File: config.mk
export PLATFORM = sky130hd
export DESIGN_NAME = ddo_muldiv
export DESIGN_NICKNAME = d
export VERILOG_FILES = /design/src/design/ddo_pkg.sv /design/src/design/ddo_muldiv.sv
export SDC_FILE = /design/constraint.sdc
export NUM_CORES = 1
export LEC_CHECK = 0
export ABC_AREA = 1
export BUFFER_PORTS_ARGS = -buffer_cell sky130_fd_sc_hd__buf_2
export CORE_MARGIN = 5
export CORE_UTILIZATION = 60
export CTS_BUF_LIST = sky130_fd_sc_hd__clkbuf_4 sky130_fd_sc_hd__clkbuf_8
export CTS_CLUSTER_SIZE = 14
export DETAILED_ROUTE_END_ITERATION = 10
export GPL_TIMING_DRIVEN = 0
export PLACE_DENSITY = 0.79
export SYNTH_ARGS = -nofsm -noshare
export SYNTH_HDL_FRONTEND = slang
export SYNTH_SLANG_ARGS = --single-unit
File: constraint.sdc
create_clock -name clk -period 14.15 [get_ports clk]
set_input_delay 1.415 -clock clk [delete_from_list [all_inputs] [get_ports clk]]
set_output_delay 1.415 -clock clk [all_outputs]
set_load 0.03 [all_outputs]
File: src/design/ddo_pkg.sv
// Shared types, constants and helper functions for the differential drive odometry block.
// No dependencies.
package ddo_pkg;

  localparam int OPA_W     = 52;
  localparam int OPB_W     = 32;
  localparam int RES_W     = 84;
  localparam int DVS_W     = 23;
  localparam int MUL_STEPS = 32;
  localparam int DIV_STEPS = 52;
  localparam int CNT_W     = 6;

  localparam int CFG_IDX_W  = 2;
  localparam int CFG_DATA_W = 24;
  localparam int THR_W      = 15;
  localparam int MPP_W      = 24;
  localparam int PER_W      = 10;
  localparam int BASE_W     = 12;
  localparam int COUNT_W    = 16;
  localparam int SPEED_W    = 32;
  localparam int POS_OUT_W  = 48;
  localparam int ANGLE_W    = 32;
  localparam int QUAT_W     = 32;
  localparam int CORD_W     = 34;

  localparam logic [THR_W-1:0]  THR_RESET    = 15'd520;
  localparam logic [MPP_W-1:0]  MPP_RESET    = 24'd9503;
  localparam logic [PER_W-1:0]  PER_RESET    = 10'd10;
  localparam logic [BASE_W-1:0] BASE_RESET   = 12'd124;
  localparam logic [OPB_W-1:0]  TWO_PI_INV   = 32'd683565276;
  localparam logic [OPB_W-1:0]  ANG_SCALE    = 32'd1000;
  localparam logic signed [CORD_W-1:0] CORDIC_GAIN = 34'sd652032874;
  localparam logic [ANGLE_W-1:0] QUARTER_TURN = 32'h4000_0000;
  localparam logic [ANGLE_W-1:0] HALF_TURN    = 32'h8000_0000;

  typedef enum logic [CFG_IDX_W-1:0] {
    REG_THR    = 2'd0,
    REG_MPP    = 2'd1,
    REG_PERIOD = 2'd2,
    REG_BASE   = 2'd3
  } cfg_reg_t;

  typedef enum logic {
    OP_MUL,
    OP_DIV
  } md_op_t;

  typedef struct packed {
    logic   start;
    md_op_t op;
  } md_req_t;

  typedef enum logic [4:0] {
    S_IDLE,
    S_DL,
    S_DR,
    S_SUMS,
    S_LIN,
    S_AMUL,
    S_ADIV,
    S_QDIV,
    S_QMUL,
    S_RMUL,
    S_RDIV,
    S_COS1,
    S_PX,
    S_PY,
    S_COS2,
    S_OUT
  } state_t;

  function automatic logic signed [31:0] sat32(input logic signed [63:0] v);
    logic signed [31:0] r;
    if (v > 64'sd2147483647) begin
      r = 32'sh7FFF_FFFF;
    end else if (v < -64'sd2147483648) begin
      r = 32'sh8000_0000;
    end else begin
      r = v[31:0];
    end
    return r;
  endfunction

  function automatic logic signed [31:0] sat_signed(input logic [OPA_W-1:0] mag,
                                                    input logic neg);
    logic signed [63:0] v;
    v = signed'(64'(mag));
    if (neg) begin
      v = -v;
    end
    return sat32(v);
  endfunction

  function automatic logic [31:0] atan_unit(input logic [4:0] i);
    logic [31:0] r;
    case (i)
      5'd0:  r = 32'd536870912;
      5'd1:  r = 32'd316933406;
      5'd2:  r = 32'd167458907;
      5'd3:  r = 32'd85004756;
      5'd4:  r = 32'd42667331;
      5'd5:  r = 32'd21354465;
      5'd6:  r = 32'd10679838;
      5'd7:  r = 32'd5340245;
      5'd8:  r = 32'd2670163;
      5'd9:  r = 32'd1335087;
      5'd10: r = 32'd667544;
      5'd11: r = 32'd333772;
      5'd12: r = 32'd166886;
      5'd13: r = 32'd83443;
      5'd14: r = 32'd41722;
      5'd15: r = 32'd20861;
      5'd16: r = 32'd10430;
      5'd17: r = 32'd5215;
      5'd18: r = 32'd2608;
      5'd19: r = 32'd1304;
      5'd20: r = 32'd652;
      5'd21: r = 32'd326;
      5'd22: r = 32'd163;
      5'd23: r = 32'd81;
      5'd24: r = 32'd41;
      5'd25: r = 32'd20;
      5'd26: r = 32'd10;
      5'd27: r = 32'd5;
      5'd28: r = 32'd3;
      5'd29: r = 32'd1;
      5'd30: r = 32'd1;
      default: r = 32'd0;
    endcase
    return r;
  endfunction

endpackage

File: src/design/ddo_muldiv.sv
// Bit-serial unsigned multiplier and restoring divider sharing one step counter and result port.
// Depends on ddo_pkg.
module ddo_muldiv import ddo_pkg::*; (
  input  logic             clk,
  input  logic             rst,
  input  md_req_t          req,
  input  logic [OPA_W-1:0] a,
  input  logic [OPB_W-1:0] b,
  output logic             done,
  output logic [RES_W-1:0] res,
  output logic [DVS_W-1:0] rem
);

  logic             busy;
  md_op_t           op;
  logic [CNT_W-1:0] cnt;
  logic [RES_W-1:0] acc;
  logic [RES_W-1:0] ash;
  logic [OPB_W-1:0] bsh;
  logic [OPA_W-1:0] quo;
  logic [DVS_W:0]   remr;
  logic [DVS_W-1:0] dvs;
  logic [DVS_W:0]   rs;
  logic [CNT_W-1:0] last;

  assign rs   = {remr[DVS_W-1:0], quo[OPA_W-1]};
  assign last = (op == OP_MUL) ? CNT_W'(MUL_STEPS - 1) : CNT_W'(DIV_STEPS - 1);
  assign res  = (op == OP_MUL) ? acc : RES_W'(quo);
  assign rem  = remr[DVS_W-1:0];

  always_ff @(posedge clk) begin
    if (rst) begin
      busy <= 1'b0;
      done <= 1'b0;
      op   <= OP_MUL;
    end else begin
      done <= 1'b0;
      if (req.start) begin
        busy <= 1'b1;
        op   <= req.op;
        cnt  <= '0;
        acc  <= '0;
        ash  <= RES_W'(a);
        bsh  <= b;
        quo  <= a;
        remr <= '0;
        dvs  <= b[DVS_W-1:0];
      end else if (busy) begin
        if (op == OP_MUL) begin
          if (bsh[0]) begin
            acc <= acc + ash;
          end
          ash <= {ash[RES_W-2:0], 1'b0};
          bsh <= {1'b0, bsh[OPB_W-1:1]};
        end else begin
          if (rs >= {1'b0, dvs}) begin
            remr <= rs - {1'b0, dvs};
            quo  <= {quo[OPA_W-2:0], 1'b1};
          end else begin
            remr <= rs;
            quo  <= {quo[OPA_W-2:0], 1'b0};
          end
        end
        cnt <= cnt + 1'b1;
        if (cnt == last) begin
          busy <= 1'b0;
          done <= 1'b1;
        end
      end
    end
  end

endmodule

# Word level (Yosys, flattened, before mapping)
# Cells that the tools add are included.
totals:
  ff_bits: 307
  wordCells: 51
  inputBits: 88
  out_inout_bits: 108
classes:
  addsub: 3
  n_eq_ne: 2
  mux: 23
  n_bitwise: 2
  n_reduce_logical: 9
  magnitude_cmp: 1
op_table:
  columns: ["cell", "n"]
  rows:
  - ["$mux 84", 6]
  - ["$mux 52", 4]
  - ["$mux 32", 3]
  - ["$add 84x84->84", 1]
  - ["$mux 23", 3]
  - ["$ge 24x23->1", 1]
  - ["$sub 23x23->23", 1]
  - ["$mux 6", 2]
  - ["$add 6x1->6 const B", 1]
  - ["$eq 6x6->1", 1]
  - ["$reduce_and 3->1", 2]
  - ["$reduce_bool 2->1", 3]
  - ["$mux 1", 5]
  - ["$reduce_and 2->1", 2]
  - ["$reduce_and 4->1", 1]
  - ["$reduce_or 3->1", 1]
  - ["$ne 2x2->1 const B", 1]
  - ["$not 1->1", 2]

# Depth between registers and ports, before layout
# Gate-level depths: netlist of the first run.
depth:
  ltp_word: 5
  ltp_mapped: 16
  mapped_depth_nobuf: 16

# Worst setup path before layout of the first run
# Ideal clock, no wire load.
synth_path:
  path_kind: "input -> register"
  start: "input req[1] (netlist bit)"
  end: "register acc[0] (enable)"
  t_required_ps: 13701
  stages: 5
  t_arrival_ps: 10605
  setup_ps: 449
  slack_ps: 3096
  n_path_buf: 0
  cell_sequence: "inv_1 nor2_1 inv_1 a21oi_1 o21a_1"
synth_between:
  elab_chain_cells: 2
  elab_cells_between_ends: 4
  classes_between: "eq/ne: 1; reduce/logical: 3"
synth_rtl:
  columns: ["item", "line", "text"]
  rows:
  - ["start: declaration", "ddo_muldiv.sv:6", "input md_req_t req,"]
  - ["$ne 2x2->1 (no source line) / $reduce_bool 2->1 (equally long branches)", null, null]
  - ["$reduce_and 4->1 (no source line) (*)", null, null]
  - ["end signal: assignment", "ddo_muldiv.sv:51", "acc <= acc + ash;"]
  - ["end: declaration", "ddo_muldiv.sv:17", "logic [RES_W-1:0] acc;"]
# Every way passes the cells marked *; elsewhere a longest branch is shown, timed or not.
# A chain may end at the register's enable or synchronous reset.

# Worst setup path after layout of the first run
layout_path:
  start: "register op"
  end: "output res[8]"
layout_between:
  elab_chain_cells: 1
layout_rtl:
  columns: ["item", "line", "text"]
  rows:
  - ["start: declaration", "ddo_muldiv.sv:15", "md_op_t op;"]
  - ["start signal: assignment", "ddo_muldiv.sv:40", "op <= req.op;"]
  - ["$mux 84", "ddo_muldiv.sv:28", "assign res = (op == OP_MUL) ? acc : RES_W'(quo);"]
  - ["end: declaration", "ddo_muldiv.sv:10", "output logic [RES_W-1:0] res,"]
# Every way passes these cells.

==> results of run 1 <==
path summary, 6_finish.rpt:
kind / startpoint / end
worst max-delay path: op$_SDFFE_PP0P_ / res[8]
worst min-delay path: bsh[1]$_DFFE_PP_ / bsh[0]$_DFFE_PP_
worst max register to register: ash[0]$_SDFFCE_PN0P_ / acc[80]$_SDFFCE_PP0P_
worst min register to register: bsh[1]$_DFFE_PP_ / bsh[0]$_DFFE_PP_
cells in the mapped netlist, types with 3 or more instances:
library cell,instances,area share [%]
o21bai_1,18,0.62
nand4_1,8,0.23
a21oi_2,3,0.12
nand2_2,4,0.12
nor2_2,3,0.087
nand3_1,97,2.2
nand2_1,1312,23
ha_1,107,6.2
o21ai_1,3,0.069
inv_1,551,9.5
a21oi_1,175,4.0
xnor2_1,8,0.32
and2_1,4,0.12
o21ai_0,78,1.8
buf_6,3,0.16
nor2_1,368,6.4
o21a_1,4,0.14
xor2_1,7,0.28
dfxtp_1,3,0.28
nor3_1,17,0.39
clkbuf_1,47,0.81
a31oi_1,4,0.12
buf_2,4,0.092
buf_1,5,0.087
nor4_1,4,0.12
edfxtp_1,304,42
state kept, by name, indices dropped and copies added (netlist names):
register  count
ash          84
cnt           6
dvs          23
quo          52
busy          1
remr         23
done          1
bsh          32
acc          84
op            1
final cells by class:
type                       count  share of cell area, %
antenna                        1                0.01020
buffer                        59                  1.015
clock buffer                  63                  3.281
clock inverter                30                  1.051
inverter                     553                  8.465
multi-input combinational   2240                  41.57
sequential                   307                  37.47
tap                          461                  2.352
timing repair buffer         204                  4.786
cell usage in the layout (no fill, tap or decap), drive strengths merged:
cell type | Yosys | final
nand2 | 1316 | 1316
nor2 | 372 | 372
nand4 | 9 | 9
xor2 | 7 | 7
dfxtp | 3 | 3
clkbuf | 47 | 110
fa | 2 | 2
xnor2 | 8 | 8
clkinv | 0 | 24
inv | 553 | 554
or2 | 1 | 1
o41ai | 1 | 1
nor4 | 4 | 4
o21a | 4 | 4
bufinv | 0 | 4
a21oi | 178 | 178
o21ai | 83 | 83
a211oi | 1 | 1
a31oi | 4 | 4
edfxtp | 304 | 304
and2 | 4 | 4
clkinvlp | 0 | 1
nor3 | 18 | 18
a21boi | 3 | 3
a21o | 2 | 2
diode | 0 | 1
nand3 | 98 | 98
ha | 107 | 107
o21bai | 18 | 18
buf | 12 | 216
per-stage QoR:
stage               utilization (%)  setup TNS (ps)  worst slack, ps  cell area, um^2  hold WS (ps)
floorplan                         -               0             3096            21670         478.8
global placement              65.14         -124500            -1488            23230         490.3
detailed placement            65.79               0             9979            23460         502.1
CTS                           68.77               0             9668            24520         513.9
global route                  68.77               0             9550            24520         529.8
finish                        68.78               0             9648            24520         510.5
metal layers:
layer | vias up | GRT usage [%] | wire [um]
met3 | 181 | 6.109 | 6319
met2 | 1072 | 57.60 | 32470
met5 | - | 0 | 58
met4 | 8 | 11.37 | 2520
met1 | 9861 | 48.61 | 29800
li1 | 10351 | - | -
power breakdown:
| group | total [mW] | switching, mW | internal (mW) |
|---|---|---|---|
| logic | 0.940 | 0.668 | 0.272 |
| clock network | 0.848 | 0.397 | 0.451 |
| registers | 1.16 | 0.0466 | 1.11 |
kinds of logic (layout without fill, tap and decap cells):
family	count (synthesis)	after routing	synth area share [%]
xor+xnor	15	15	0.6061
buf+inv	612	909	10.73
compound gates	294	294	7.291
other cells	0	1	0
flops	307	307	42.39
simple gates	1822	1822	32.62
fa+ha+maj	109	109	6.361
critical path, delay by kind of cell, from the launching register on:
| family | cells | cell delay, ps |
|---|---|---|
| and+or+nand+nor | 2 | 280 |
| buffers and inverters | 3 | 1750 |
| DFF | 1 | 370 |
==> flow_summary.ini, run 1 <==
[synthesis]
ys_warn_count = 0
synth_seq_cells = 307
yosysUniqueCellTypes = 40
synth.avg_cell_area_um2 = 6.861
synth_seq_area_share_pct = 42.39
synth.cell_area_um2 = 21670
synth_nets = 3356
synth_edf_count = 304
ys.flop_type = edfxtp_1
async_reset_ff_share_pct = 0
syn_inst = 3159

[grt]
grt_pass1_vias = 20756
grt-ovfl-total = 0
grt_pass1_wl_um = 109700
grt_max_degree = 62
grt_usage_pct = 35.35
grt_antenna_before_repair = 4

[worst_setup_path]
cpPeakStageDelay_ps = 1020
cp.arrival_ps = 3090
path_cells = clkbuf_1 > clkbuf_1 > nand2_1 > nand2_1 > buf_2
critical_path_class = flop to output pin
worst_ep_required_time_ps = 12730
regToRegSetupSlack_ps = 10800
critPathCaptureType = output pin
crit_fanout = 10
cp_slowest_cell = clkbuf_1
reg2reg_depth = 14
crit_path_start_kind = flop

[timing]
hold_viol_final = 0
timing.fmax_mhz = 222.1
layout_min_cycle_time_ps = 4502
finalCritPeriodShare_pct = 31.82
max-slew-margin-rel_pct = 8.152
maxSlewViolCount = 0
setup_viol = 0
rsz0062_at_grt = false
tightest_slew_ps = 1378
fin_skew_ps = 52.65

[die]
rows = 69
pin_count = 196
die_h_um = 200.1
die_w_um = 200.1
start_util_pct = 60.79
dieArea_um2 = 40030
core_um2 = 35660

[route]
drt_wl_total_um = 71160
viasPerCell = 5.481
vias = 21473
drt-initial-drc-count = 2091
drt.antenna.violating_nets = 0
wl_per_cell_um = 18.16
drt-pass1-iter-count = 9
drc = 0

[cells_and_area]
area_growth_pct = 13.14
num-fill-cells = 2929
final_nets = 3614
finalNonFillerCells = 3918
final_layout_size_suffix_gt1_share_pct = 8.999
multi_input_area_um2 = 10190
seq_area_um2 = 9189

[placed_design]
io_buffers = 195
gp_congestion = 1.034
place_inst = 3824
place_hpwl_um = 55950

[clocking]
cts_sinks = 307
clock_latency_ps = 680
cts_resized = 0
post-cts-setup-buffers = 0
numCtsBuffers = 52
clock_path_buffers = 3
cts_root_buffer = clkbuf_8
cts_tree = built
cts_max_level = 2
cts_hold_buf = 0
cts.clk_slew.worst_paths_ps = 70

[min_path]
whs_path_depth = 2
hold_path.class = flop to flop

[pwr]
p_total_mw = 2.945
p_leak_nw = 12.79
power_density_nw_per_um2 = 120.1
peakVddDrop_mv = 0.1138

[status]
status = finished, final reports clean

[flow_run]
drv_cap = 0
Power figures use the tool's default switching activity.
==> run 2: changes to the inputs <==
==> constraint.sdc (replaced) <==
create_clock -name clk -period 4.35 [get_ports clk]
set_input_delay 0.435 -clock clk [delete_from_list [all_inputs] [get_ports clk]]
set_output_delay 0.435 -clock clk [all_outputs]
set_load 0.03 [all_outputs]
==> flow_summary.ini, run 2 (same netlist as run 1, synthesis figures left out) <==
[status]
status = finished, final reports clean

[worst_setup_path]
critPathCaptureType = output pin
crit_path_start_kind = flop
critical_path_class = flop to output pin
path_cells = clkbuf_1 > clkbuf_1 > nand2_1 > nand2_1 > buf_2
cp_top_family = buffers and inverters
crit_fanout = 10
worst_ep_required_time_ps = 3910
cp.arrival_ps = 3090
crit_buf_inv = 3
cpPeakStageDelay_ps = 1070
cp_slowest_cell = clkbuf_1

[timing]
rsz0062_at_grt = false
hold_viol_final = 0
fin_skew_ps = 35.21
maxSlewViolCount = 0
finalCritPeriodShare_pct = 81.02
max-slew-margin-rel_pct = 4.091
timing.fmax_mhz = 283.7
setup_viol = 0
tightest_slew_ps = 1439
holdWs_ps = 62.65
setup_ws_ps = 825.4
layout_min_cycle_time_ps = 3525

[clocking]
clock_path_buffers = 3
cts_max_level = 2
numCtsBuffers = 52
cts.clk_slew.worst_paths_ps = 60
cts_resized = 0
cts_sinks = 307
cts_root_buffer = clkbuf_8
clock_latency_ps = 660
cts_tree = built

[pwr]
p_leak_nw = 12.82
power_density_nw_per_um2 = 384.5
peakVddDrop_mv = 0.3097
p_total_mw = 9.468

[die]
die_w_um = 200.1
rows = 69
dieArea_um2 = 40030
die_h_um = 200.1
pin_count = 196
core_um2 = 35660
start_util_pct = 60.79

[route]
wl_met2_um = 33750
routed.top_layer = met5
wl_per_cell_um = 18.71
drt-pass1-iter-count = 6
drc = 0
viasPerCell = 5.517
wl_met1_um = 30000
vias = 21691
wl_met3_um = 7020
drt-initial-drc-count = 2261
drt.antenna.violating_nets = 0
drt_wl_total_um = 73580

[cells_and_area]
final_common_cell = nand2_1
reg_top3 = acc x84, ash x84, quo x52
num-fill-cells = 2970
final_layout_size_suffix_gt1_share_pct = 8.847
multi_input_area_um2 = 10200
final_area_um2 = 24620
seq_area_um2 = 9189
layout_common_cells = 1312 x nand2_1, 550 x inv_1, 367 x nor2_1
finalNonFillerCells = 3932
final_nets = 3636
area_growth_pct = 13.60

[min_path]
hold_path.class = input pin to flop

[placed_design]
gp_congestion = 0.9915
dp_slack_ps = 651.3
place_hpwl_um = 56480
place_area_um2 = 23410
io_buffers = 195
place_inst = 3822

[flow_run]
drv_cap = 0

[grt]
grt_antenna_before_repair = 5
grt-ovfl-total = 0
grt_usage_pct = 36.25
grt_pass1_wl_um = 112700
grt_max_degree = 58
grt_pass1_vias = 21135
[run 2: where the power goes]
part / leakage [nW] / internal [mW] / total (mW) / switching, mW
clock network: 0.505 / 1.33 / 2.60 / 1.27
logic: 9.36 / 0.896 / 3.10 / 2.20
registers: 2.96 / 3.61 / 3.77 / 0.159
[run 2: worst min-delay path: cells and delay by family]
family	cells	cell delay [ps]
buffers and inverters	2	120
AND/OR/NAND/NOR	1	50
[run 2: worst paths after layout]
kind,end,from,slack [ps],depth (start not counted)
max,res[43],op$_SDFFE_PP0P_,830,5
min,bsh[31]$_SDFFCE_PN0P_,b[31],60,3
max reg2reg,acc[77]$_SDFFCE_PP0P_,acc[2]$_SDFFCE_PP0P_,1250,12
min reg2reg,bsh[5]$_DFFE_PP_,bsh[6]$_DFFE_PP_,520,2
[run 2: cell type report]
class,instances,area share (%)
multi-input cells,2240,41.42
flip-flops and latches,307,37.32
inverters,553,8.430
repair buffers,226,5.539
clock buffers,63,3.267
well taps,461,2.343
plain buffers,59,1.011
clock inverters,22,0.6606
diodes,1,0.01016
[run 2: metal layers]
metal,up-vias,GRT usage [%]
met5,-,0
li1,10381,-
met2,1134,59.88
met1,9975,48.76
met3,193,6.076
met4,8,12.65
[run 2: timing repair]
item	4_1_cts	5_1_grt
endpoints found under the hold margin	24	0
setup buffers	0	0
hold buffers	24	0
[run 2: metrics by stage]
stage               util [%]  TNS [ps]
finish                 69.06         0
global route           69.05         0
CTS                    69.05         0
detailed placement     65.66         0
global placement       65.20   -526730
floorplan                  -   -112000
